$ cat config.mk
export PLATFORM = sky130hd
export DESIGN_NAME = kv_block_record_parser_top_flat
export DESIGN_NICKNAME = d
export VERILOG_FILES = /design/src/hdl/kvbrp_pkg.sv /design/src/hdl/kvbrp_if.sv /design/src/hdl/kv_block_record_parser_top.sv /design/src/hdl/kvbrp_cfg.sv /design/src/hdl/kvbrp_parser.sv /design/src/hdl/kvbrp_result_queue.sv /design/src/flat_wrapper.sv
export SDC_FILE = /design/constraint.sdc
export NUM_CORES = 1
export LEC_CHECK = 0
export BUFFER_PORTS_ARGS = -buffer_cell sky130_fd_sc_hd__buf_2
export CORE_UTILIZATION = 61
export DETAILED_ROUTE_END_ITERATION = 10
export PLACE_DENSITY_LB_ADDON = 0.25
export SLEW_MARGIN = 40
export SYNTH_ARGS = -nofsm -noshare
export SYNTH_HDL_FRONTEND = slang
export SYNTH_SLANG_ARGS = --single-unit
$ cat constraint.sdc
create_clock -name i_clk -period 6.35 [get_ports i_clk]
set_input_delay 0.635 -clock i_clk [delete_from_list [all_inputs] [get_ports i_clk]]
set_output_delay 0.635 -clock i_clk [all_outputs]
set_load 0.02 [all_outputs]
$ cat src/hdl/kvbrp_pkg.sv
// ----------------------------------------------------------------------------
// kvbrp_pkg
// Shared types and constants of the key/value block record parser.
// ----------------------------------------------------------------------------
`default_nettype none

package kvbrp_pkg;

    localparam int DEF_MAGIC_LENGTH = 8;
    localparam int MAX_RESULTS      = 3;
    localparam int Q_DEPTH          = 4;
    localparam int CFG_AW           = 3;

    localparam logic [CFG_AW-1:2] REG_LENGTH_BIG_ENDIAN = 1'b0;

    localparam logic [7:0] MAGIC_BYTES [16] = '{
        8'h44, 8'h41, 8'h54, 8'h41, 8'h42, 8'h4C, 8'h4B, 8'h22,
        8'h00, 8'h00, 8'h00, 8'h00, 8'h00, 8'h00, 8'h00, 8'h00
    };

    typedef enum logic [2:0] {
        PH_MAGIC,
        PH_KLEN,
        PH_VLEN,
        PH_KEY,
        PH_VAL,
        PH_SKIP
    } t_phase;

    typedef enum logic [1:0] {
        KIND_KEY,
        KIND_VALUE,
        KIND_RECORD,
        KIND_BLOCK
    } t_kind;

    typedef enum logic [1:0] {
        ST_OK,
        ST_BAD_MAGIC,
        ST_TRUNCATED
    } t_status;

    typedef struct packed {
        logic [1:0] kind;
        logic [7:0] payload;
        logic [1:0] block_status;
        logic       result_last;
    } t_result;

    typedef struct packed {
        logic [1:0]                   n;
        t_result [MAX_RESULTS-1:0]    res;
    } t_push;

endpackage

`default_nettype wire

$ cat src/hdl/kvbrp_if.sv
// ----------------------------------------------------------------------------
// kvbrp_if
// Byte input channel and result output channel of the record parser.
// ----------------------------------------------------------------------------
`default_nettype none

interface kvbrp_in_if;
    logic       valid;
    logic       ready;
    logic [7:0] data_byte;
    logic       last_byte;

    modport source (output valid, output data_byte, output last_byte, input ready);
    modport sink   (input valid, input data_byte, input last_byte, output ready);
endinterface

interface kvbrp_out_if;
    logic       valid;
    logic       ready;
    logic [1:0] kind;
    logic [7:0] payload;
    logic [1:0] block_status;
    logic       result_last;

    modport source (output valid, output kind, output payload, output block_status,
                    output result_last, input ready);
    modport sink   (input valid, input kind, input payload, input block_status,
                    input result_last, output ready);
endinterface

`default_nettype wire

$ cat src/hdl/kv_block_record_parser_top.sv
// ----------------------------------------------------------------------------
// kv_block_record_parser_top
// Length-prefixed key/value record parser for one uncompressed block.
// ----------------------------------------------------------------------------
// Bytes of a block arrive one per beat with a final-byte flag. The block must
// open with the magic, then records follow: 32-bit key length, 32-bit value
// length (byte order from the length_big_endian register at address 0), key
// bytes and value bytes. Each key or value byte comes out as one result, a
// record-complete marker follows each record, and the final byte yields a
// block-finished result with its status. A byte is taken every cycle while at
// most one result per byte is produced and the result channel is not stalled;
// its results are written to the result queue. A byte causing two or three
// results uses the four-entry result queue, which drains one result per cycle
// while the channel is ready; input is held until it is down to one entry.
// ----------------------------------------------------------------------------
`default_nettype none

module kv_block_record_parser_top #(
    parameter int MAGIC_LENGTH = kvbrp_pkg::DEF_MAGIC_LENGTH
) (
    input  wire logic                         i_clk,
    input  wire logic                         i_rst_n,
    kvbrp_in_if.sink                          i_byte,
    kvbrp_out_if.source                       o_result,
    input  wire logic                         psel,
    input  wire logic                         penable,
    input  wire logic                         pwrite,
    input  wire logic [kvbrp_pkg::CFG_AW-1:0] paddr,
    input  wire logic [31:0]                  pwdata,
    output logic [31:0]                       prdata,
    output logic                              pready
);
    import kvbrp_pkg::*;

    logic  s_big_endian;
    logic  s_room;
    t_push s_push;

    kvbrp_cfg u_cfg (
        .i_clk        (i_clk),
        .i_rst_n      (i_rst_n),
        .psel         (psel),
        .penable      (penable),
        .pwrite       (pwrite),
        .paddr        (paddr),
        .pwdata       (pwdata),
        .prdata       (prdata),
        .pready       (pready),
        .o_big_endian (s_big_endian)
    );

    kvbrp_parser #(
        .MAGIC_LENGTH (MAGIC_LENGTH)
    ) u_parser (
        .i_clk        (i_clk),
        .i_rst_n      (i_rst_n),
        .in_ch        (i_byte),
        .i_room       (s_room),
        .i_big_endian (s_big_endian),
        .o_push       (s_push)
    );

    kvbrp_result_queue u_queue (
        .i_clk   (i_clk),
        .i_rst_n (i_rst_n),
        .i_push  (s_push),
        .o_room  (s_room),
        .out_ch  (o_result)
    );

endmodule

`default_nettype wire

$ cat src/hdl/kvbrp_cfg.sv
// ----------------------------------------------------------------------------
// kvbrp_cfg
// APB-style register port holding the length byte order.
// ----------------------------------------------------------------------------
`default_nettype none

module kvbrp_cfg (
    input  wire logic                         i_clk,
    input  wire logic                         i_rst_n,
    input  wire logic                         psel,
    input  wire logic                         penable,
    input  wire logic                         pwrite,
    input  wire logic [kvbrp_pkg::CFG_AW-1:0] paddr,
    input  wire logic [31:0]                  pwdata,
    output logic [31:0]                       prdata,
    output logic                              pready,
    output logic                              o_big_endian
);
    import kvbrp_pkg::*;

    logic r_big_endian;
    logic s_sel;

    assign s_sel  = (paddr[CFG_AW-1:2] == REG_LENGTH_BIG_ENDIAN);
    assign pready = 1'b1;

    always_ff @(posedge i_clk) begin
        if (!i_rst_n) begin
            r_big_endian <= 1'b1;
        end else if (psel && penable && pwrite && s_sel) begin
            r_big_endian <= pwdata[0];
        end
    end

    assign prdata       = s_sel ? {31'd0, r_big_endian} : 32'd0;
    assign o_big_endian = r_big_endian;

endmodule

`default_nettype wire

$ cat src/hdl/kvbrp_parser.sv
// ----------------------------------------------------------------------------
// kvbrp_parser
// Per-byte parse state and result generation, one byte per beat.
// ----------------------------------------------------------------------------
`default_nettype none

module kvbrp_parser #(
    parameter int MAGIC_LENGTH = kvbrp_pkg::DEF_MAGIC_LENGTH
) (
    input  wire logic       i_clk,
    input  wire logic       i_rst_n,
    kvbrp_in_if.sink        in_ch,
    input  wire logic       i_room,
    input  wire logic       i_big_endian,
    output kvbrp_pkg::t_push o_push
);
    import kvbrp_pkg::*;

    t_phase      r_phase, n_phase;
    logic [1:0]  r_idx, n_idx;
    logic [31:0] r_klen, n_klen;
    logic [31:0] r_vlen, n_vlen;
    logic [31:0] r_rem, n_rem;

    logic        s_fire;
    logic        s_emit_byte;
    t_kind       s_byte_kind;
    logic        s_emit_rec;
    t_status     s_status;

    function automatic logic [31:0] gather(input logic [31:0] cur, input logic [7:0] b,
                                           input logic [1:0] idx, input logic big);
        logic [31:0] base;
        logic [31:0] res;
        base = (idx == 2'd0) ? 32'd0 : cur;
        res  = base;
        if (big) begin
            res = {base[23:0], b};
        end else begin
            case (idx)
                2'd0:    res[7:0]   = b;
                2'd1:    res[15:8]  = b;
                2'd2:    res[23:16] = b;
                default: res[31:24] = b;
            endcase
        end
        return res;
    endfunction

    assign in_ch.ready = i_room;
    assign s_fire      = in_ch.valid && i_room;

    always_comb begin
        n_phase     = r_phase;
        n_idx       = r_idx;
        n_klen      = r_klen;
        n_vlen      = r_vlen;
        n_rem       = r_rem;
        s_emit_byte = 1'b0;
        s_byte_kind = KIND_KEY;
        s_emit_rec  = 1'b0;
        unique case (r_phase)
            PH_MAGIC: begin
                if (in_ch.data_byte != MAGIC_BYTES[r_rem[3:0]]) begin
                    n_phase = PH_SKIP;
                end else if (r_rem + 32'd1 == 32'(MAGIC_LENGTH)) begin
                    n_phase = PH_KLEN;
                    n_idx   = 2'd0;
                    n_rem   = 32'd0;
                end else begin
                    n_rem = r_rem + 32'd1;
                end
            end
            PH_KLEN: begin
                n_klen = gather(r_klen, in_ch.data_byte, r_idx, i_big_endian);
                n_idx  = r_idx + 2'd1;
                if (r_idx == 2'd3) begin
                    n_phase = PH_VLEN;
                end
            end
            PH_VLEN: begin
                n_vlen = gather(r_vlen, in_ch.data_byte, r_idx, i_big_endian);
                n_idx  = r_idx + 2'd1;
                if (r_idx == 2'd3) begin
                    if (r_klen != 32'd0) begin
                        n_phase = PH_KEY;
                        n_rem   = r_klen;
                    end else if (n_vlen != 32'd0) begin
                        n_phase = PH_VAL;
                        n_rem   = n_vlen;
                    end else begin
                        s_emit_rec = 1'b1;
                        n_phase    = PH_KLEN;
                        n_rem      = 32'd0;
                    end
                end
            end
            PH_KEY: begin
                s_emit_byte = 1'b1;
                s_byte_kind = KIND_KEY;
                n_rem       = r_rem - 32'd1;
                if (r_rem == 32'd1) begin
                    if (r_vlen != 32'd0) begin
                        n_phase = PH_VAL;
                        n_rem   = r_vlen;
                    end else begin
                        s_emit_rec = 1'b1;
                        n_phase    = PH_KLEN;
                        n_idx      = 2'd0;
                    end
                end
            end
            PH_VAL: begin
                s_emit_byte = 1'b1;
                s_byte_kind = KIND_VALUE;
                n_rem       = r_rem - 32'd1;
                if (r_rem == 32'd1) begin
                    s_emit_rec = 1'b1;
                    n_phase    = PH_KLEN;
                    n_idx      = 2'd0;
                end
            end
            default: begin
            end
        endcase

        if (n_phase == PH_MAGIC || n_phase == PH_SKIP) begin
            s_status = ST_BAD_MAGIC;
        end else if (n_phase == PH_KLEN && n_idx == 2'd0) begin
            s_status = ST_OK;
        end else begin
            s_status = ST_TRUNCATED;
        end

        if (in_ch.last_byte) begin
            n_phase = PH_MAGIC;
            n_idx   = 2'd0;
            n_klen  = 32'd0;
            n_vlen  = 32'd0;
            n_rem   = 32'd0;
        end
    end

    always_comb begin
        logic [1:0] k;
        o_push = '0;
        k      = 2'd0;
        if (s_emit_byte) begin
            o_push.res[k].kind    = s_byte_kind;
            o_push.res[k].payload = in_ch.data_byte;
            k = k + 2'd1;
        end
        if (s_emit_rec) begin
            o_push.res[k].kind = KIND_RECORD;
            k = k + 2'd1;
        end
        if (in_ch.last_byte) begin
            o_push.res[k].kind         = KIND_BLOCK;
            o_push.res[k].block_status = s_status;
            k = k + 2'd1;
        end
        if (k != 2'd0) begin
            o_push.res[k - 2'd1].result_last = 1'b1;
        end
        o_push.n = s_fire ? k : 2'd0;
    end

    always_ff @(posedge i_clk) begin
        if (!i_rst_n) begin
            r_phase <= PH_MAGIC;
            r_idx   <= 2'd0;
            r_klen  <= 32'd0;
            r_vlen  <= 32'd0;
            r_rem   <= 32'd0;
        end else if (s_fire) begin
            r_phase <= n_phase;
            r_idx   <= n_idx;
            r_klen  <= n_klen;
            r_vlen  <= n_vlen;
            r_rem   <= n_rem;
        end
    end

    a_last_restarts: assert property (@(posedge i_clk) disable iff (!i_rst_n)
        s_fire && in_ch.last_byte |=> r_phase == PH_MAGIC && r_rem == 32'd0)
        else $error("parser did not restart after final byte");

    a_payload_count: assert property (@(posedge i_clk) disable iff (!i_rst_n)
        (r_phase == PH_KEY || r_phase == PH_VAL) |-> r_rem != 32'd0)
        else $error("payload phase with nothing left to take");

    a_group_last: assert property (@(posedge i_clk) disable iff (!i_rst_n)
        o_push.n != 2'd0 |-> o_push.res[o_push.n - 2'd1].result_last)
        else $error("result group lacks its final mark");

endmodule

`default_nettype wire

$ cat src/hdl/kvbrp_result_queue.sv
// ----------------------------------------------------------------------------
// kvbrp_result_queue
// Small result queue: takes up to three results a beat, delivers one.
// ----------------------------------------------------------------------------
`default_nettype none

module kvbrp_result_queue (
    input  wire logic            i_clk,
    input  wire logic            i_rst_n,
    input  wire kvbrp_pkg::t_push i_push,
    output logic                 o_room,
    kvbrp_out_if.source          out_ch
);
    import kvbrp_pkg::*;

    localparam int QAW = $clog2(Q_DEPTH);
    localparam int CW  = $clog2(Q_DEPTH + 1);

    t_result          r_buf [Q_DEPTH];
    logic [QAW-1:0]   r_head, n_head;
    logic [CW-1:0]    r_count, n_count;
    logic [QAW-1:0]   s_tail;
    logic             s_pop;
    t_result          s_out;

    assign s_tail = r_head + r_count[QAW-1:0];
    assign s_pop  = out_ch.valid && out_ch.ready;
    assign o_room = (r_count <= CW'(Q_DEPTH - MAX_RESULTS));

    assign n_head  = s_pop ? r_head + QAW'(1) : r_head;
    assign n_count = r_count + CW'(i_push.n) - CW'(s_pop);

    always_ff @(posedge i_clk) begin
        if (!i_rst_n) begin
            r_head  <= '0;
            r_count <= '0;
        end else begin
            r_head  <= n_head;
            r_count <= n_count;
        end
    end

    always_ff @(posedge i_clk) begin
        for (int k = 0; k < MAX_RESULTS; k++) begin
            if (2'(k) < i_push.n) begin
                r_buf[s_tail + QAW'(k)] <= i_push.res[k];
            end
        end
    end

    assign s_out               = r_buf[r_head];
    assign out_ch.valid        = (r_count != '0);
    assign out_ch.kind         = s_out.kind;
    assign out_ch.payload      = s_out.payload;
    assign out_ch.block_status = s_out.block_status;
    assign out_ch.result_last  = s_out.result_last;

    a_no_overflow: assert property (@(posedge i_clk) disable iff (!i_rst_n)
        i_push.n != 2'd0 |-> r_count + CW'(i_push.n) <= CW'(Q_DEPTH))
        else $error("result queue overflow");

    a_count_bound: assert property (@(posedge i_clk) disable iff (!i_rst_n)
        r_count <= CW'(Q_DEPTH))
        else $error("result queue count out of range");

    a_head_hold: assert property (@(posedge i_clk) disable iff (!i_rst_n)
        out_ch.valid && !out_ch.ready |=> $stable(r_head))
        else $error("result queue head moved without a beat");

endmodule

`default_nettype wire
$ cat src/flat_wrapper.sv
// flat-port wrapper written by rule: the top's interface ports become plain ports
module kv_block_record_parser_top_flat import kvbrp_pkg::*;
#(
    parameter int MAGIC_LENGTH = kvbrp_pkg::DEF_MAGIC_LENGTH
)
  (i_clk, i_rst_n, psel, penable, pwrite, paddr, pwdata, prdata, pready, i_byte_valid, i_byte_data_byte, i_byte_last_byte, i_byte_ready, o_result_valid, o_result_kind, o_result_payload, o_result_block_status, o_result_result_last, o_result_ready);
  kvbrp_in_if i_byte_i ();
  kvbrp_out_if o_result_i ();
  input  wire logic i_clk;
  input  wire logic i_rst_n;
  input  wire logic psel;
  input  wire logic penable;
  input  wire logic pwrite;
  input  wire logic [kvbrp_pkg::CFG_AW-1:0] paddr;
  input  wire logic [31:0] pwdata;
  output logic [31:0] prdata;
  output logic pready;
  input wire logic [$bits(i_byte_i.valid)-1:0] i_byte_valid;
  input wire logic [$bits(i_byte_i.data_byte)-1:0] i_byte_data_byte;
  input wire logic [$bits(i_byte_i.last_byte)-1:0] i_byte_last_byte;
  output wire logic [$bits(i_byte_i.ready)-1:0] i_byte_ready;
  output wire logic [$bits(o_result_i.valid)-1:0] o_result_valid;
  output wire logic [$bits(o_result_i.kind)-1:0] o_result_kind;
  output wire logic [$bits(o_result_i.payload)-1:0] o_result_payload;
  output wire logic [$bits(o_result_i.block_status)-1:0] o_result_block_status;
  output wire logic [$bits(o_result_i.result_last)-1:0] o_result_result_last;
  input wire logic [$bits(o_result_i.ready)-1:0] o_result_ready;
  assign i_byte_i.valid = i_byte_valid;
  assign i_byte_i.data_byte = i_byte_data_byte;
  assign i_byte_i.last_byte = i_byte_last_byte;
  assign i_byte_ready = i_byte_i.ready;
  assign o_result_valid = o_result_i.valid;
  assign o_result_kind = o_result_i.kind;
  assign o_result_payload = o_result_i.payload;
  assign o_result_block_status = o_result_i.block_status;
  assign o_result_result_last = o_result_i.result_last;
  assign o_result_i.ready = o_result_ready;
  kv_block_record_parser_top #(.MAGIC_LENGTH(MAGIC_LENGTH)) u_core (.i_clk(i_clk), .i_rst_n(i_rst_n), .i_byte(i_byte_i), .o_result(o_result_i), .psel(psel), .penable(penable), .pwrite(pwrite), .paddr(paddr), .pwdata(pwdata), .prdata(prdata), .pready(pready));
endmodule
# After elaboration in Yosys (flattened, before gate mapping)
# Memories as Yosys holds them, arrays and structs flattened. A register that Yosys moved wholly into a read port is not among the register bits.
# Index checks and enable logic that the tools add are counted.
word_totals:
  rom_bits: 128
  ramBits: 52
  ff_bits: 107
  input_bits: 51
  word_cells: 166
  mem_count: 2
memory_table:
  columns: ["memory", "words", "width", "read_ports", "rd_clocked_by_memory_dff", "write_ports", "line_no", "source"]
  rows:
  - ["(name not given)", 16, 8, 1, 0, 0, "kvbrp_parser.sv:64", "if (in_ch.data_byte != MAGIC_BYTES[r_rem[3:0]]) begin"]
  - ["u_core.u_queue.r_buf", 4, 13, 1, 1, 3, "kvbrp_result_queue.sv:19", "t_result r_buf [Q_DEPTH];"]
op_classes:
  muxes: 86
  n_reduce_logical: 29
  n_lt_le_gt_ge: 11
  n_bitwise: 2
  n_eq_ne: 15
  add_sub_neg: 12
ops:
  columns: ["cell", "count"]
  rows:
  - ["$mux W32", 17]
  - ["$bwmux W39", 4]
  - ["$pmux W32 S4", 1]
  - ["$mux W39", 3]
  - ["$demux W13 S2", 4]
  - ["$reduce_bool A32 Y1", 3]
  - ["$mux W8", 10]
  - ["$mux W3", 11]
  - ["$add A32 B1 Y32 const B", 1]
  - ["$eq A32 B1 Y1 const B", 1]
  - ["$eq A32 B4 Y1 const B", 1]
  - ["$sub A32 B1 Y32 const B", 1]
  - ["$mux W13", 2]
  - ["$mux W2", 13]
  - ["$mux W1", 17]
  - ["$pmux W3 S5", 1]
  - ["$add A2 B1 Y2 const B", 5]
  - ["$mux W10", 1]
  - ["$logic_and A1 B1 Y1", 9]
  - ["$lt A2 B3 Y1 const B", 3]
  - ["$ne A8 B8 Y1", 1]
  - ["$pmux W2 S4", 1]
  - ["$eq A3 B1 Y1 const B", 2]
  - ["$eq A3 B2 Y1 const B", 2]
  - ["other kinds (29)", 41]

# Depth between registers and ports, before layout
# Gate-level depths: netlist of the first run.
depth:
  depth_word: 20
  ltp_mapped: 22

# Modules after synthesis
# Synthesis of the first run repeated with hierarchy kept, for this count alone.
hier_totals:
  cells_unflattened: 1638
  hier_area_um2: 12715.9
modules_own_cells:
  columns: ["module", "seq_area_each_um2", "area_each_um2", "cells_per_inst", "instances"]
  rows:
  - ["kvbrp_parser", 2021.9, 8723.4, 1229, 1]
  - ["kvbrp_result_queue", 1701.6, 3672.3, 369, 1]
  - ["kvbrp_cfg", 20.0, 320.3, 40, 1]

# Worst setup path after synthesis of the first run
# No wires, ideal clock.
synth_timing:
  kind: "reg2reg"
  start: "reg u_core.u_parser.r_idx[0]"
  end: "mem u_core.u_queue.r_buf[2][0] (netlist bit) (enable)"
  path_stages_with_launch: 16
  setup_time_ps: 406
  path_slack_ps: 1827
  synth_period_minus_slack_ps: 4523
  required_time_ps: 5944
  arrival_ps: 4117
  path_cell_list: "dfxtp_1 -> inv_1 -> ha_1 -> clkbuf_1 -> and3b_1 -> a211o_1 -> nor4_1 -> nand4_1 -> nor3_1 -> a21oi_1 -> ha_1 -> clkbuf_1 -> xnor2_1 -> nor2_1 -> nand2_1 -> a221oi_1"
synth_rtl:
  columns: ["item", "line_no", "source"]
  rows:
  - ["start: declaration", "kvbrp_parser.sv:20", "logic [1:0] r_idx, n_idx;"]
  - ["start signal: assignment", "kvbrp_parser.sv:177", "r_idx <= n_idx;"]
  - ["end: declaration", "kvbrp_result_queue.sv:19", null]

# Worst setup path after layout of the first run
layout_timing:
  start: "reg u_core.u_parser.r_idx[0]"
  end: "reg u_core.u_queue.r_count[2]"
layout_via:
  elab_chain_len: 16
  elab_cells_between_ends: 23
  classes_between: "add/sub (3); eq/ne (3); mux (14); reduce/logical (3)"
layout_lines:
  columns: ["item", "line_no", "source"]
  rows:
  - ["$eq A2 B2 Y1 (tied with other cells)", "kvbrp_parser.sv:40", "case (idx)"]
  - ["$reduce_or A3 Y1 (no line) or $mux W32 (tied branches)", null, null]
  - ["$mux W8", "kvbrp_parser.sv:40", null]
  - ["$mux W32", "kvbrp_parser.sv:37", "if (big) begin"]
  - ["$mux W32", "kvbrp_parser.sv:62", "unique case (r_phase)"]
  - ["$reduce_bool A32 Y1", "kvbrp_parser.sv:88", "end else if (n_vlen != 32'd0) begin"]
  - ["$mux W1", "kvbrp_parser.sv:88", null]
  - ["$mux W1", "kvbrp_parser.sv:85", "if (r_klen != 32'd0) begin"]
  - ["$mux W1 (*)", "kvbrp_parser.sv:84", "if (r_idx == 2'd3) begin"]
  - ["$pmux W1 S3 (*)", "kvbrp_parser.sv:62", null]
  - ["$mux W2 (*)", "kvbrp_parser.sv:153", "if (s_emit_rec) begin"]
  - ["$add A2 B1 Y2", "kvbrp_parser.sv:160", "k = k + 2'd1;"]
  - ["$mux W2 (*)", "kvbrp_parser.sv:157", "if (in_ch.last_byte) begin"]
  - ["$mux W2 (*)", "kvbrp_parser.sv:165", "o_push.n = s_fire ? k : 2'd0;"]
  - ["$add A3 B2 Y3 (*)", "kvbrp_result_queue.sv:31", "assign n_count = r_count + CW'(i_push.n) - CW'(s_pop);"]
  - ["$sub A3 B1 Y3 (*)", "kvbrp_result_queue.sv:31", null]
  - ["end signal: assignment", "kvbrp_result_queue.sv:39", "r_count <= n_count;"]
  - ["end: declaration", "kvbrp_result_queue.sv:21", "logic [CW-1:0] r_count, n_count;"]
# Mark *: on every way between the ends. The rest lies on a longest branch, timed or not. The select of a mux whose other input is x is not followed.
# A chain may end at the register's enable or synchronous reset.

==> results.md, run 1 <==
- Status: finished clean
- CP arrival: 5.82 ns
- PD cells: 259 nW/um^2
- Nets: 1498
- Clk root buf: clkbuf_16
- RSZ-0062 raised after global routing: false
- DRC Markers: 0
- Worst hold margin: 0.409 ns
- Slew Viols, Final: 0
- Psw: 1.18 mW
- Synth Flop Type: dfxtp_1
- Logic gate share of total power: 29.6%
- Later-pin clock latency in the skew report: 0.44 ns
- P_leak: 4.67 nW
- Crit path time final: 5.49 ns
- Number of CTS-inserted buffers: 17
- Hold endpoint: u_core.u_cfg.o_big_endian$_SDFFE_PN1P_
- CTS hold repair buffers: 0
- Sequential power share: 38.8%
- P_int: 2.09 mW
- Final setup viols: 0
- Top Ports: 99
- Drt total wl: 38.0 mm
- Avg Cell Area, Syn: 8.11 um^2
- # rows: 50
- Post-synth EDFFs: 52
- Least-Margin Pin Slew: 0.854 ns
- Worst-path clk slew: 0.07 ns
- Fin crit share: 86.4%
- Vias in the first global route: 10700
- CTS resizes: 0
- Synth Instances: 1481
- Synth async-reset ratio: 0%
- # Post-CTS Setup Buffers: 0
- Synth cell types: 86
- DRT antenna net count: 0
- Setup WS post-layout: 0.862 ns
- CP Capture Type: flop
- Kind of critical path: flop to flop
- Global-route usage over all layers: 38.2%
- Initial core utilization: 63.2%
- Initial antenna violation count: 1
- Maximum clock path buffer count: 2
- Cell area after synthesis: 12000 um^2
- Wire per inst: 22.3 um
- RePlAce Congestion: 1.01
- WP data required: 6.68 ns
- Final setup skew: 0.0157 ns
- Drt first-iter violations: 1829
- Die height: 142 um
- R2r startpoint: u_core.u_parser.r_idx[0]$_SDFFE_PN0P_
- Clock sinks: 161
- Die ar.: 20300 um^2
- Register bit total from synthesis: 161
- Core Box Area: 19000 um^2
- Routed vias: 11700
- Clock share of power: 31.6%
- Port bufs: 33
- Worst Hold Path Cells: 3
- CTS HTree Levels: 4
- Final Hold Viols: 0
- Detailed-placement wirelength estimate: 26.4 mm
- CTS tree: yes
- Die width: 142 um
- R2r worst-path depth: 20
- Layout cell share with drive strength beyond 1: 10.0%
- Largest net degree at the start of global routing: 88
- Startpoint Class: flop
- Syn. warnings: 0
- R2r endpoint: u_core.u_queue.r_count[2]$_SDFF_PN0_
- Crit-path max FO: 12
- Hold WC Path Type: input port to flop
- Final setup TNS: 0 ns
- Max_cap viols: 0
- F_max: 0.182 GHz
- Synthesis-to-layout area growth: 5.13%
- Sw Ratio: 36.0%
- Vias per cell: 6.89
- Grt ovf: 0
- Slew Limit Headroom: 42.6%
- R2R Setup Slk: 0.86 ns
- Hold Path Origin: pwdata[0]
- Pre-CTS WS: 1.09 ns
- Sequential fraction of the synthesis area: 31.2%
- VDD IR max: 0.204 mV
- First-pass GRT wire length: 59.3 mm
- Pre-antenna DRT Iters: 8
==> cell usage in the layout (no fill, tap or decap), types with 22 or more instances in the layout <==
master	instances
nor4b_1	23
and2_1	30
nor2b_1	73
a21oi_1	70
nor3_1	46
a22oi_1	87
a211o_1	22
o21ai_0	75
inv_1	23
buf_2	33
conb_1	32
nand3_1	35
and3b_1	22
nand4_1	24
edfxtp_1	52
xnor2_1	36
nor2_1	105
nand2_1	158
dfxtp_1	108
buf_4	25
nor4_1	32
==> cell families after synthesis <==
| kind of cell | share of synthesized area [%] |
|---|---|
| XOR/XNOR | 3.72 |
| buffers and inverters | 7.36 |
| AO/OA/AOI/OAI | 23.6 |
| AND/OR/NAND/NOR | 28.8 |
| multiplexers | 3.21 |
| adder cells (fa/ha/maj) | 2.15 |
| flip-flops | 31.2 |
| other | 0.0625 |
==> how the worst max path moves through the flow <==
stage	from	to	slack, ns	cells after the start
after CTS	u_core.u_parser.r_idx[0]$_SDFFE_PN0P_	u_core.u_queue.r_count[2]$_SDFF_PN0_	1.05	20
final	u_core.u_parser.r_idx[0]$_SDFFE_PN0P_	u_core.u_queue.r_count[2]$_SDFF_PN0_	0.86	20
after detailed placement	u_core.u_parser.r_idx[0]$_SDFFE_PN0P_	u_core.u_queue.r_count[2]$_SDFF_PN0_	1.09	20
after global placement	u_core.u_parser.r_idx[0]$_SDFFE_PN0P_	u_core.u_queue.r_buf[1][1]$_DFFE_PP_	1.18	17
after global routing	u_core.u_parser.r_idx[0]$_SDFFE_PN0P_	u_core.u_queue.r_buf[1][1]$_DFFE_PP_	0.55	17
after floorplan	u_core.u_parser.r_idx[0]$_SDFFE_PN0P_	u_core.u_queue.r_buf[2][0]$_DFFE_PP_	1.83	15
==> critical path: stages, from the launching register on <==
cell and delay (ns):
dfxtp_1 0.44, inv_1 0.11, ha_1 0.46, buf_4 0.28
or2_2 0.41, mux2i_1 0.16, nor4_1 0.44, nand4_1 0.21
nor3_1 0.43, a21oi_1 0.18, ha_1 0.38, xnor2_1 0.21
nor2_1 0.22, inv_1 0.10, ha_1 0.29, inv_1 0.04
ha_1 0.18, fa_1 0.38, xnor2_1 0.20, xnor2_1 0.09
and2_1 0.15
==> Yosys cell counts, types with 22 or more instances <==
library cell / number / share of area, %
a22oi_1: 87 / 5.4
buf_4: 38 / 2.4
nor2_1: 105 / 3.3
nor4b_1: 24 / 1.7
and3b_1: 22 / 1.6
clkbuf_1: 93 / 2.9
inv_1: 23 / 0.72
nand2_1: 159 / 5.0
nor3_1: 47 / 2.0
nor4_1: 34 / 1.8
buf_2: 26 / 1.1
edfxtp_1: 52 / 13
a211o_1: 22 / 1.6
a21oi_1: 70 / 2.9
o21ai_0: 75 / 3.1
and2_1: 31 / 1.6
xnor2_1: 36 / 2.6
nor2b_1: 74 / 3.9
nand4_1: 24 / 1.2
dfxtp_1: 109 / 18
nand3_1: 35 / 1.5
==> state kept, by name, summed over array words and instances (netlist names), named ones only <==
signal	cells
u_core.u_parser.r_idx	2
u_core.u_queue.r_buf	52
u_core.u_queue.r_count	3
u_core.u_cfg.o_big_endian	1
u_core.u_queue.r_head	2
u_core.u_parser.r_vlen	32
u_core.u_parser.r_phase	3
u_core.u_parser.r_rem	32
u_core.u_parser.r_klen	32
==> power by group through the flow <==
stage / registers [mW] / clock network [mW] / logic, mW
2_1_floorplan: 1.25 / 0 / 0.740
3_3_place_gp: 1.29 / 0 / 0.930
3_5_place_dp: 1.29 / 0 / 0.949
4_1_cts: 1.27 / 1.04 / 0.952
5_1_grt: 1.28 / 1.08 / 1.05
6_report: 1.27 / 1.03 / 0.968
==> layout make-up <==
cell class                      count  area, um^2
Antenna cell                        1        2.50
Clock buffer                       18         429
Clock inverter                     14         146
Fill cell                        1678        6390
Inverter                           24        90.1
Multi-Input combinational cell   1165        7540
Sequential cell                   161        3740
Tap cell                          260         325
Timing Repair Buffer               58         353
==> per-stage QoR <==
| step | instances | total power, mW | util, % | cell area (um^2) |
|---|---|---|---|---|
| 2_1_floorplan | 1511 | 1.99 | - | 12100 |
| 3_3_place_gp | 1668 | 2.22 | 63.3 | 12000 |
| 3_5_place_dp | 1668 | 2.24 | 63.3 | 12000 |
| 4_1_cts | 1700 | 3.26 | 66.3 | 12600 |
| 5_1_grt | 1701 | 3.41 | 66.4 | 12600 |
| 6_report | 1701 | 3.27 | 66.4 | 12600 |
==> per-layer routing <==
layer | track usage (%) | part of all wire [%] | up-vias
met3 | 6.12 | 11 | 162
met1 | 50.0 | 38 | 5439
met2 | 59.5 | 45 | 788
met5 | 0 | 0 | -
met4 | 22.9 | 5.7 | 0
li1 | - | - | 5323
No activity file was read; power rests on OpenSTA's default activity.
==> run 2: changes to the inputs <==
- SYNTH_HIERARCHICAL: unset -> 1
==> run 2 against run 1 <==
Effect of this change:
- maximum frequency down 5.9%
- sequential share of layout area shrank 1.3 points
- sequential power is 4% lower
- non-clock buffer count increased by 8
- worst setup slack worse by 0.34 ns
- clock power about the same
- wire length up 7.5%
==> results.md, run 2 <==
- Status: finished clean
- Initial core utilization: 62.4%
- Logic gate share of total power: 32.1%
- VDD IR max: 0.279 mV
- Worst-path clk slew: 0.07 ns
- Largest cells by area after synthesis: dfxtp_1 17%, edfxtp_1 12%, a22oi_1 4.8%, o21ai_0 4.7%, nand2_1 4.2%
- Slew Viols, Final: 0
- Fin crit share: 91.8%
- CTS resizes: 0
- # rows: 52
- Layout cell share with drive strength beyond 1: 11.2%
- CP peak stage delay: 0.72 ns
- First-pass GRT wire length: 64.3 mm
- Cells after DPL: 1814
- Post-Synth Simple-Gate Area: 28.8%
- Top cells by count, synth: 143 x nand2_1, 131 x nor2_1, 120 x clkbuf_1
- Commonest non-fill, non-tap cell in the layout: nand2_1
- # Post-CTS Setup Buffers: 0
- Sw Ratio: 38.8%
- Post-synthesis xor/xnor area fraction: 3.53%
- Avg Cell Area, Syn: 7.76 um^2
- Crit path time final: 5.83 ns
- Synth async-reset ratio: 0%
- Routed vias: 13100
- Die ar.: 21400 um^2
- Critical path buffer and inverter count: 4
- RePlAce Congestion: 0.990
- Final setup viols: 0
- CP arrival: 6.09 ns
- DRC Markers: 0
- CTS hold repair buffers: 0
- Largest family of logic cells by synthesized area: simple AND/OR/NAND/NOR gates
- Psw: 1.29 mW
- F_max: 0.172 GHz
- Final Hold Viols: 0
- Post-layout util: 65.0%
- Final setup skew: 0.00934 ns
- CP Capture Type: flop
- Syn. warnings: 6
- Wire per inst: 22.1 um
- Clock sinks: 161
- PD cells: 251 nW/um^2
- Synth Instances: 1638
- Top delay family on crit path: simple AND/OR/NAND/NOR gates
- Initial antenna violation count: 0
- Highest-count cells in the layout ignoring fill and taps: 142 x nand2_1, 128 x nor2_1, 119 x o21ai_0
- Vias per cell: 7.10
- Slew Limit Headroom: 45.2%
- Die height: 146 um
- Maximum clock path buffer count: 2
- Drt first-iter violations: 1855
- Number of CTS-inserted buffers: 17
- Nets: 1633
- Global-route usage over all layers: 37.8%
- Largest net degree at the start of global routing: 85
- Cell area after synthesis: 12700 um^2
- Biggest register: u_core/u_queue/r_buf
- Clock share of power: 31.1%
- DRT antenna net count: 0
- P_int: 2.03 mW
- WP data required: 6.61 ns
- Sequential fraction of the synthesis area: 29.4%
- RSZ-0062 raised after global routing: false
- Sequential power share: 36.8%
- CTS HTree Levels: 4
- Max_cap viols: 0
- Hold WC Path Type: input port to flop
- Synth Flop Type: dfxtp_1
- Crit-path max FO: 15
- Post-synthesis mux area share: 2.96%
- Least-Margin Pin Slew: 0.815 ns
- Startpoint Class: flop
- Clk root buf: clkbuf_16
- Max reg flops: 52
- Antenna cell count: 0
- Detailed-placement wirelength estimate: 27.6 mm
- Cell with the most instances after synthesis: nand2_1
- Fill count: 1771
- Most Frequent Cell on Critical Path: inv_1
- P_leak: 4.52 nW
- Vias in the first global route: 11800
- Final setup TNS: 0 ns
- Synth cell types: 84
- CTS tree: yes
- Core Box Area: 20400 um^2
- Die width: 146 um
- Post-Layout Cell Count: 1846
- Post-synth EDFFs: 52
- Synthesized-area fraction occupied by ao, oa, aoi and oai cells: 24.2%
- Drt total wl: 40.8 mm
- Adder-cell area share of the yosys netlist: 1.93%
- Grt ovf: 0
- Register bit total from synthesis: 161
- Top Ports: 99
- Placed cell areas: 12700 um^2
- Power Total: 3.32 mW
- Synthesis-to-layout area growth: 4.15%
- Synth area leader: dfxtp_1
- Kind of critical path: flop to flop
- Slowest cell on crit path: nand3_1
- Crit-path cells: inv_1 > ha_1 > nor2_1 > a221o_1 > nor4_1 > nand3_1 > nor3_1 > a22oi_1 > inv_1 > ha_1 > inv_1 > mux2_2 > nor2_2 > buf_4 > nor2b_1 > nand3_1 > a31oi_1
- Port bufs: 33
- Top-area cell type share of the netlist area: 17.2%
- Later-pin clock latency in the skew report: 0.43 ns
- Pre-antenna DRT Iters: 7
- Fin area: 13200 um^2
==> run 2: cell count changes after synthesis, moves of 20 or more <==
cell	change
nor2b_1	-58
a31oi_1	+54
o21ai_0	+44
nor3_1	+39
clkbuf_1	+27
nand4_1	+26
nor2_1	+26
nand3b_1	+24
nor4b_1	-22
nand3_1	+20
or4b_2	+20
==> run 2: cells by family (layout without fill, tap and decap cells) <==
kind of cell,count (synthesis),after routing
AOI/OAI and AO/OA,466,466
buffers and inverters,238,131
and+or+nand+nor,682,682
adders and majority gates,19,19
other,3,48
xor gates and xnor gates,48,48
DFF,161,161
muxes,21,21
==> run 2: worst paths after layout <==
kind | startpoint | to | slack [ns] | cells after the start
worst min register to register | u_core/u_parser/r_klen[28]$_SDFFE_PN0P_ | u_core/u_parser/r_klen[28]$_SDFFE_PN0P_ | 0.52 | 2
worst min-delay path | pwdata[0] | u_core/u_cfg/o_big_endian$_SDFFE_PN1P_ | 0.49 | 3
worst max-delay path | u_core/u_parser/r_idx[0]$_SDFFE_PN0P_ | u_core/u_queue/r_buf[0][10]$_DFFE_PP_ | 0.52 | 17
worst max register to register | u_core/u_parser/r_idx[0]$_SDFFE_PN0P_ | u_core/u_queue/r_buf[0][10]$_DFFE_PP_ | 0.52 | 17
==> run 2: tightest hold or removal path, cell delays in order <==
cell     delay [ns]
buf_2          0.08
nor2b_1        0.03
mux2i_1        0.13
==> run 2: metrics by stage <==
step | hold slack (ns) | worst slack (ns)
floorplan | 0.476 | 1.64
global placement | 0.497 | 0.943
detailed placement | 0.510 | 0.801
CTS | 0.488 | 0.768
global route | 0.507 | 0.234
finish | 0.488 | 0.520
==> run 2: layout make-up <==
class                           instances  area, um^2  share of cell area [%]
Clock buffer                           17         425                    3.21
Sequential cell                       161        3750                    28.3
Timing Repair Buffer                   66         417                    3.15
Multi-Input combinational cell       1284        8050                    60.7
Clock inverter                         15         146                    1.11
Tap cell                              270         338                    2.55
Inverter                               33         124                   0.935
==> run 2: per-layer routing <==
layer | global-route usage, % | wire length [um] | vias up
met5 | 0 | 0 | -
met4 | 21.3 | 2220 | 0
met1 | 47.3 | 15100 | 6090
met2 | 61.1 | 19200 | 928
met3 | 7.34 | 4310 | 196
li1 | - | - | 5901
==> run 2: power groups by stage <==
stage	sequential [mW]	clock [mW]	combinational [mW]
floorplan	1.20	0	0.852
global placement	1.24	0	1.01
detailed placement	1.25	0	1.03
CTS	1.22	1.04	1.03
global route	1.24	1.08	1.14
finish	1.22	1.03	1.07
==> run 3: changes to the inputs <==
- CTS_BUF_LIST: unset -> sky130_fd_sc_hd__clkbuf_4
==> run 3 against run 2 <==
Effect of this change:
- cell count is 0.16% higher
- count of clock-buffer cells in the layout stayed put
- critical endpoint unchanged
- highest routed layer unchanged
- global-route usage shrank 0.58 points
==> results.md, run 3 (synthesis results as in run 2) <==
- Vias per cell: 7.14
- CP peak stage delay: 0.70 ns
- Final setup skew: 0.0283 ns
- Slew Limit Headroom: 47.0%
- Most Frequent Cell on Critical Path: inv_1
- Final setup TNS: 0 ns
- Detailed-placement wirelength estimate: 27.6 mm
- Least-Margin Pin Slew: 0.795 ns
- Drt first-iter violations: 1868
- DRT antenna net count: 0
- CP Capture Type: flop
- F_max: 0.173 GHz
- Top delay family on crit path: simple AND/OR/NAND/NOR gates
- Clk root buf: clkbuf_4
- Die ar.: 21400 um^2
- Crit path time final: 5.78 ns
- CTS resizes: 0
- DRC Markers: 0
- Number of CTS-inserted buffers: 17
- Pre-CTS WS: 0.801 ns
- Die width: 146 um
- Final Hold Viols: 0
- Critical path buffer and inverter count: 4
- Status: finished clean
- Largest net degree at the start of global routing: 85
- Kind of critical path: flop to flop
- # rows: 52
- P_leak: 4.39 nW
- RSZ-0062 raised after global routing: false
- VDD IR max: 0.268 mV
- Routed vias: 13200
- Placed cell areas: 12700 um^2
- Die height: 146 um
- Crit-path cells: inv_1 > ha_1 > nor2_1 > a221o_1 > nor4_1 > nand3_1 > nor3_1 > a22oi_1 > inv_1 > ha_1 > inv_1 > mux2_2 > nor2_2 > buf_4 > nor2b_1 > nand3_1 > a31oi_1
- WP data required: 6.77 ns
- Nets: 1633
- CTS tree: yes
- Hold WC Path Type: input port to flop
- Port bufs: 33
- Initial antenna violation count: 1
- Drt total wl: 40.5 mm
- Startpoint Class: flop
- CTS HTree Levels: 4
- Setup WS post-layout: 0.569 ns
- Later-pin clock latency in the skew report: 0.59 ns
- Fin crit share: 91.0%
- Vias in the first global route: 11800
- Clock sinks: 161
- Biggest register: u_core/u_queue/r_buf
- Pre-antenna DRT Iters: 10
- Slew Viols, Final: 0
- Synthesis-to-layout area growth: 1.87%
- Layout cell share with drive strength beyond 1: 11.2%
- Power Total: 2.92 mW
- Max reg flops: 52
- Post-layout util: 63.6%
- Core Box Area: 20400 um^2
- Fin area: 13000 um^2
- Maximum clock path buffer count: 2
- RePlAce Congestion: 0.990
- Top Ports: 99
- Worst-path clk slew: 0.15 ns
- CTS hold repair buffers: 0
- Slowest cell on crit path: nand3_1
- Highest-count cells in the layout ignoring fill and taps: 142 x nand2_1, 128 x nor2_1, 119 x o21ai_0
- Wire per inst: 21.9 um
- Global-route usage over all layers: 37.2%
- # Post-CTS Setup Buffers: 0
- Fill count: 1823
- Grt ovf: 0
- Initial core utilization: 62.4%
- CP arrival: 6.20 ns
- PD cells: 226 nW/um^2
- Crit-path max FO: 15
- Final setup viols: 0
- Commonest non-fill, non-tap cell in the layout: nand2_1
- Max_cap viols: 0
- First-pass GRT wire length: 63.6 mm
## run 3: cell types whose count changed in the layout (fill, tap and decap cells not counted), sizes merged
cell	delta
diode	+3
## run 3: final timing paths
path | from | to | slack [ns] | cells after the start
worst max-delay path | u_core/u_parser/r_idx[0]$_SDFFE_PN0P_ | u_core/u_queue/r_buf[0][10]$_DFFE_PP_ | 0.57 | 17
worst min-delay path | pwdata[0] | u_core/u_cfg/o_big_endian$_SDFFE_PN1P_ | 0.33 | 3
worst max register to register | u_core/u_parser/r_idx[0]$_SDFFE_PN0P_ | u_core/u_queue/r_buf[0][10]$_DFFE_PP_ | 0.57 | 17
worst min register to register | u_core/u_parser/r_klen[28]$_SDFFE_PN0P_ | u_core/u_parser/r_klen[28]$_SDFFE_PN0P_ | 0.54 | 2
## run 3: through the flow
stage | cells | hold WS, ns
final | 1849 | 0.327
after global routing | 1848 | 0.311
after CTS | 1846 | 0.309
after detailed placement | 1814 | 0.510
after global placement | 1813 | 0.497
after floorplan | 1683 | 0.476
## run 3: where the power goes
group / total (mW) / switching (mW) / internal, mW
Combinational: 1.07 / 0.735 / 0.332
Clock: 0.632 / 0.426 / 0.206
Sequential: 1.22 / 0.0727 / 1.15
## run 3: area by class of cell
class	count	area [um^2]	share of cell area, %
multi-input combinational	1284	8050	62.1
sequential	161	3750	28.9
timing repair buffer	66	417	3.22
tap	270	338	2.61
clock inverter	15	146	1.13
clock buffer	17	128	0.985
inverter	33	124	0.956
antenna	3	7.51	0.0580
## run 3: worst register-to-register path: stages, from the launching register on
cell     delay [ns]
dfxtp_1        0.39
inv_1          0.16
ha_1           0.59
nor2_1         0.36
a221o_1        0.44
nor4_1         0.29
nand3_1        0.17
nor3_1         0.32
a22oi_1        0.18
inv_1          0.14
ha_1           0.15
inv_1          0.04
mux2_2         0.28
nor2_2         0.14
buf_4          0.24
nor2b_1        0.64
nand3_1        0.70
a31oi_1        0.39
## run 3: per-layer routing
metal	track usage, %	vias up	wire length (um)	part of all wire (%)
met3	5.75	201	4100	10
met2	60.5	945	18900	47
li1	-	5908	-	-
met1	46.9	6154	15100	37
met5	0	-	0	0
met4	21.8	0	2380	5.9
